--- src/rtl/htwd_pkg.sv ---
`default_nettype none
// ----------------------------------------------------------------------------
// htwd_pkg: shared types and constants of the tree-walk decoder
// node entry layout, beat structs and item kind codes
// ----------------------------------------------------------------------------
package htwd_pkg;

	localparam int MAX_NODES = 512;
	localparam int AW        = $clog2(MAX_NODES);
	localparam int NODE_W    = 9;
	localparam int SYM_W     = 8;
	localparam int MAX_BITS  = 8;

	localparam logic KIND_LOAD = 1'b0;
	localparam logic KIND_DATA = 1'b1;

	typedef struct packed {
		logic              kind;
		logic [NODE_W-1:0] node_index;
		logic [NODE_W-1:0] left_child;
		logic [NODE_W-1:0] right_child;
		logic              is_leaf;
		logic [SYM_W-1:0]  leaf_symbol;
		logic [7:0]        code_byte;
		logic [3:0]        bit_count;
	} item_t;

	typedef struct packed {
		logic [SYM_W-1:0] symbol;
		logic             last_of_run;
	} result_t;

	// one tree table entry
	typedef struct packed {
		logic [NODE_W-1:0] left;
		logic [NODE_W-1:0] right;
		logic              is_leaf;
		logic [SYM_W-1:0]  leaf_symbol;
	} node_t;

	// request from the walker to the result buffer
	typedef struct packed {
		logic             push;
		logic             flush;
		logic [SYM_W-1:0] sym;
	} sym_op_t;

endpackage
`default_nettype wire

--- src/rtl/htwd_out_buf.sv ---
`default_nettype none
// ----------------------------------------------------------------------------
// htwd_out_buf: pending symbol and result register
// holds back one symbol so the final one of a run can carry its last mark
// ----------------------------------------------------------------------------
module htwd_out_buf import htwd_pkg::*; (
	input  wire logic    clk,
	input  wire logic    arst_n,
	input  wire sym_op_t op,
	output logic         ready,
	output logic         result_valid,
	input  wire logic    result_stall,
	output result_t      result
);

	logic             out_v_q;
	result_t          out_q;
	logic             pend_v_q;
	logic [SYM_W-1:0] pend_sym_q;
	logic             slot_free;
	logic             load_out;

	assign slot_free = !out_v_q || !result_stall;
	assign ready     = !pend_v_q || slot_free;
	assign load_out  = pend_v_q && slot_free && (op.push || op.flush);

	always_ff @(posedge clk or negedge arst_n) begin
		if (!arst_n) begin
			out_v_q  <= 1'b0;
			pend_v_q <= 1'b0;
		end else begin
			if (load_out) begin
				out_v_q <= 1'b1;
			end else if (!result_stall) begin
				out_v_q <= 1'b0;
			end
			if (op.push && ready) begin
				pend_v_q <= 1'b1;
			end else if (op.flush && ready) begin
				pend_v_q <= 1'b0;
			end
		end
	end

	always_ff @(posedge clk) begin
		if (load_out) begin
			out_q.symbol      <= pend_sym_q;
			out_q.last_of_run <= op.flush;
		end
		if (op.push && ready) begin
			pend_sym_q <= op.sym;
		end
	end

	assign result_valid = out_v_q;
	assign result       = out_q;

	a_flush_marks_last: assert property (@(posedge clk) disable iff (!arst_n)
		(op.flush && pend_v_q && slot_free) |=> (out_v_q && out_q.last_of_run && !pend_v_q))
		else $error("flush did not send a last beat");

	a_push_moves_pending: assert property (@(posedge clk) disable iff (!arst_n)
		(op.push && pend_v_q && slot_free) |=>
			(out_v_q && !out_q.last_of_run && out_q.symbol == $past(pend_sym_q)))
		else $error("pending symbol not moved to result register");

	a_push_fills_pending: assert property (@(posedge clk) disable iff (!arst_n)
		(op.push && ready) |=> (pend_v_q && pend_sym_q == $past(op.sym)))
		else $error("pushed symbol not held as pending");

endmodule
`default_nettype wire

--- config.mk ---
export PLATFORM = sky130hd
export DESIGN_NAME = htwd_out_buf
export DESIGN_NICKNAME = d
export VERILOG_FILES = /design/src/rtl/htwd_pkg.sv /design/src/rtl/htwd_out_buf.sv
export SDC_FILE = /design/constraint.sdc
export NUM_CORES = 1
export LEC_CHECK = 0
export ABC_AREA = 0
export BUFFER_PORTS_ARGS = -buffer_cell sky130_fd_sc_hd__buf_4
export CAP_MARGIN = 15
export CORE_MARGIN = 8
export CORE_UTILIZATION = 41
export CTS_BUF_LIST = sky130_fd_sc_hd__clkbuf_16
export DETAILED_ROUTE_END_ITERATION = 10
export GPL_ROUTABILITY_DRIVEN = 0
export PLACE_DENSITY = 0.81
export SYNTH_ARGS = -nofsm -noshare
export SYNTH_HDL_FRONTEND = slang
export SYNTH_SLANG_ARGS = --single-unit
export TNS_END_PERCENT = 1
--- constraint.sdc ---
create_clock -name clk -period 1.7 [get_ports clk]
set_clock_uncertainty 0.05 [all_clocks]
set_input_delay 0.085 -clock clk [delete_from_list [all_inputs] [get_ports clk]]
set_output_delay 0.085 -clock clk [all_outputs]
set_load 0.1 [all_outputs]
==> qor.yml <==
run:
  maxCapViolCount: 0
synthesis:
  ys_seq_area_share_pct: 92.9
  avgSynthCellArea_um2: 21.5
  syn_inst: 28
  syn_area_um2: 603
  syn_nets: 41
  synth.distinct_cells: 10
  ys_ff_latch: 19
  yosys_warnings: 0
sta:
  max_freq_mhz: 749
  rsz0062_at_grt: "false"
  finalHoldViolCount: 0
  setup_viol: 0
  final.period_utilization_pct: 78.5
  setup_slack_ps: 365
  slew_headroom_pct: 75.2
  timing.final.crit_period_ps: 1330
  finalMaxSlewViolations: 0
  worst_slew_pin_slew_ps: 372
  fin_setup_tns_ps: 0
floorplanning:
  initial_core_util_pct: 42.0
  die_w_um: 54.4
  core_area_um2: 1440
  die_height_um: 54.4
  dieArea_um2: 2950
  row_count: 14
  ios: 24
global_routing:
  grt_usage_pct: 9.57
  met3_usage_pct: 2.72
  grt_pass1_vias: 406
  gr-total-overflow: 0
  grt_max_degree: 11
  grt_pass1_wl_um: 1990
  antenna_found_initial: 0
  grtUsageMet1_pct: 10.2
  busiest_layer: "met2"
  met2_usage_pct: 16.0
setup_path:
  cp_max_fo: 8
  path_buf_inv: 0
  crit_end: "pend_sym_q[1]"
  end_kind: "flop"
  critPathArrivalTime_ps: 1190
  cp.depth: 2
  crit_required_ps: 1560
  cp-startpoint: "result_valid"
  max_stage_delay_ps: 500
  crit_family: "flip-flops"
  timing.rr.end: "pend_sym_q[1]"
  crit_type: "flop to flop"
  r2r-start: "result_valid"
  rr_worst_depth: 2
  cpMaxStageDelayCell: "dfrtp_4"
  crit_path_cell_trace: "nand3_4 -> and2_1"
  critPathLaunchType: "flop"
  r2r_slack_ps: 370
finish:
  seq_area_um2: 564
  antenna_cells: 0
  multiInputGateArea_um2: 51.3
  stdcell_area_um2: 998
  nNetsFinal: 80
  n_fill_cell: 100
  area_delta_synth_final_pct: 65.6
  drive_gt1_share_pct: 43.9
clock_network:
  worstSkewPairLatency_ps: 240
  cts_tree: "done"
  clock_sinks: 19
  cts_buffers: 3
  clockBufferDepth: 2
  clk_pin_slew_ps: 50
  cts-root-buf: "clkbuf_16"
  htreeDepth: 1
routing:
  drc: 0
  drt-total-wl_um: 1310
  drtIter0Drc: 10
  ant_nets: 0
  dr.pass1.iters: 4
  wl_per_cell_um: 16.0
  viasPerCell: 4.61
  via_count: 378
power_and_ir_drop:
  total_leakage_power_nw: 0.406
  pwr_density_cell_nw_per_um2: 1340
  vdd_drop_max_uv: 758
hold_path:
  hold_path_class: "input port to flop"
place:
  port_buffers: 23
  dpl_worst_slack_ps: 363
  place_area_um2: 820
  dp_hpwl_um: 843
outcome:
  status: "complete, no violations"
[per-stage QoR]
stage | hold slack, ps | util, % | total power [mW] | instances
2_1_floorplan | -261 | - | 0.788 | 28
3_3_place_gp | -183 | 57.1 | 0.858 | 68
3_5_place_dp | -182 | 57.1 | 0.865 | 68
4_1_cts | 51.1 | 69.5 | 1.34 | 82
5_1_grt | 85.3 | 69.5 | 1.38 | 82
6_report | 55.0 | 69.5 | 1.34 | 82
[what timing repair did]
action,in CTS,in global routing
hold buffers,10,0
setup endpoints to repair,0,0
setup buffers,0,0
resized for setup,0,0
endpoints found under the hold margin,11,0
[per-layer routing]
layer	wire, um	up-vias
met5	0	-
met4	29	0
met3	106	2
met2	676	17
met1	495	178
li1	-	181
[registers in the layout (all words and copies together), names as in the netlist]
signal        count
result            9
pend_sym_q        8
pend_v_q          1
result_valid      1
[logic make-up (layout without fill, tap and decap cells)]
| family | count (synthesis) | count (layout) | share of synthesized area [%] |
|---|---|---|---|
| DFF | 19 | 19 | 92.9 |
| and+or+nand+nor | 5 | 5 | 3.73 |
| buffers and inverters | 1 | 39 | 0.622 |
| AOI/OAI and AO/OA | 3 | 3 | 2.70 |
[worst min path at each step]
stage / startpoint / endpoint / slack, ps / cells after the start
finish: result_stall / result_valid / 50 / 3
floorplan: arst_n / pend_v_q / -260 / 0
global route: op[9] / pend_v_q / 90 / 3
CTS: result_stall / result_valid / 50 / 3
global placement: arst_n / pend_v_q / -180 / 1
detailed placement: arst_n / pend_v_q / -180 / 1
[synth_stat cells (all sizes together)]
| cell | count | area, um2 |
|---|---|---|
| edfxtp | 17 | 510 |
| a31oi | 1 | 6.26 |
| dfrtp | 2 | 50.1 |
| nand3 | 1 | 5.00 |
| o21ai | 1 | 5.00 |
| inv | 1 | 3.75 |
| nor2 | 1 | 3.75 |
| a21oi | 1 | 5.00 |
| and2 | 1 | 6.26 |
| nand2 | 2 | 7.51 |
[placed cells by master (no fill, tap or decap), drive strengths merged]
cell type	count
buf	24
edfxtp	17
dlygate4sd3	10
clkbuf	3
nand2	2
inv	2
dfrtp	2
nand3	1
and2	1
o21ai	1
a21oi	1
nor2	1
a31oi	1
[power by group]
group / switching (mW) / leakage (nW) / internal [mW] / total, mW
clock: 0.151 / 0.0423 / 0.312 / 0.463
sequential: 0.0165 / 0.183 / 0.560 / 0.577
combinational: 0.224 / 0.181 / 0.0735 / 0.298
total: 0.391 / 0.406 / 0.946 / 1.34
[tightest hold or removal path, delay by kind of cell]
kind          cells  cell delay [ps]
buf+inv           1              110
simple gates      2              120
[final cells by class]
class,count,area share (%)
timing repair buffer,34,28.1
clock buffer,3,7.52
sequential,19,56.5
clock inverter,1,0.376
tap,16,2.01
multi-input combinational,8,5.14
inverter,1,0.376
No activity file was read; power rests on OpenSTA's default activity.
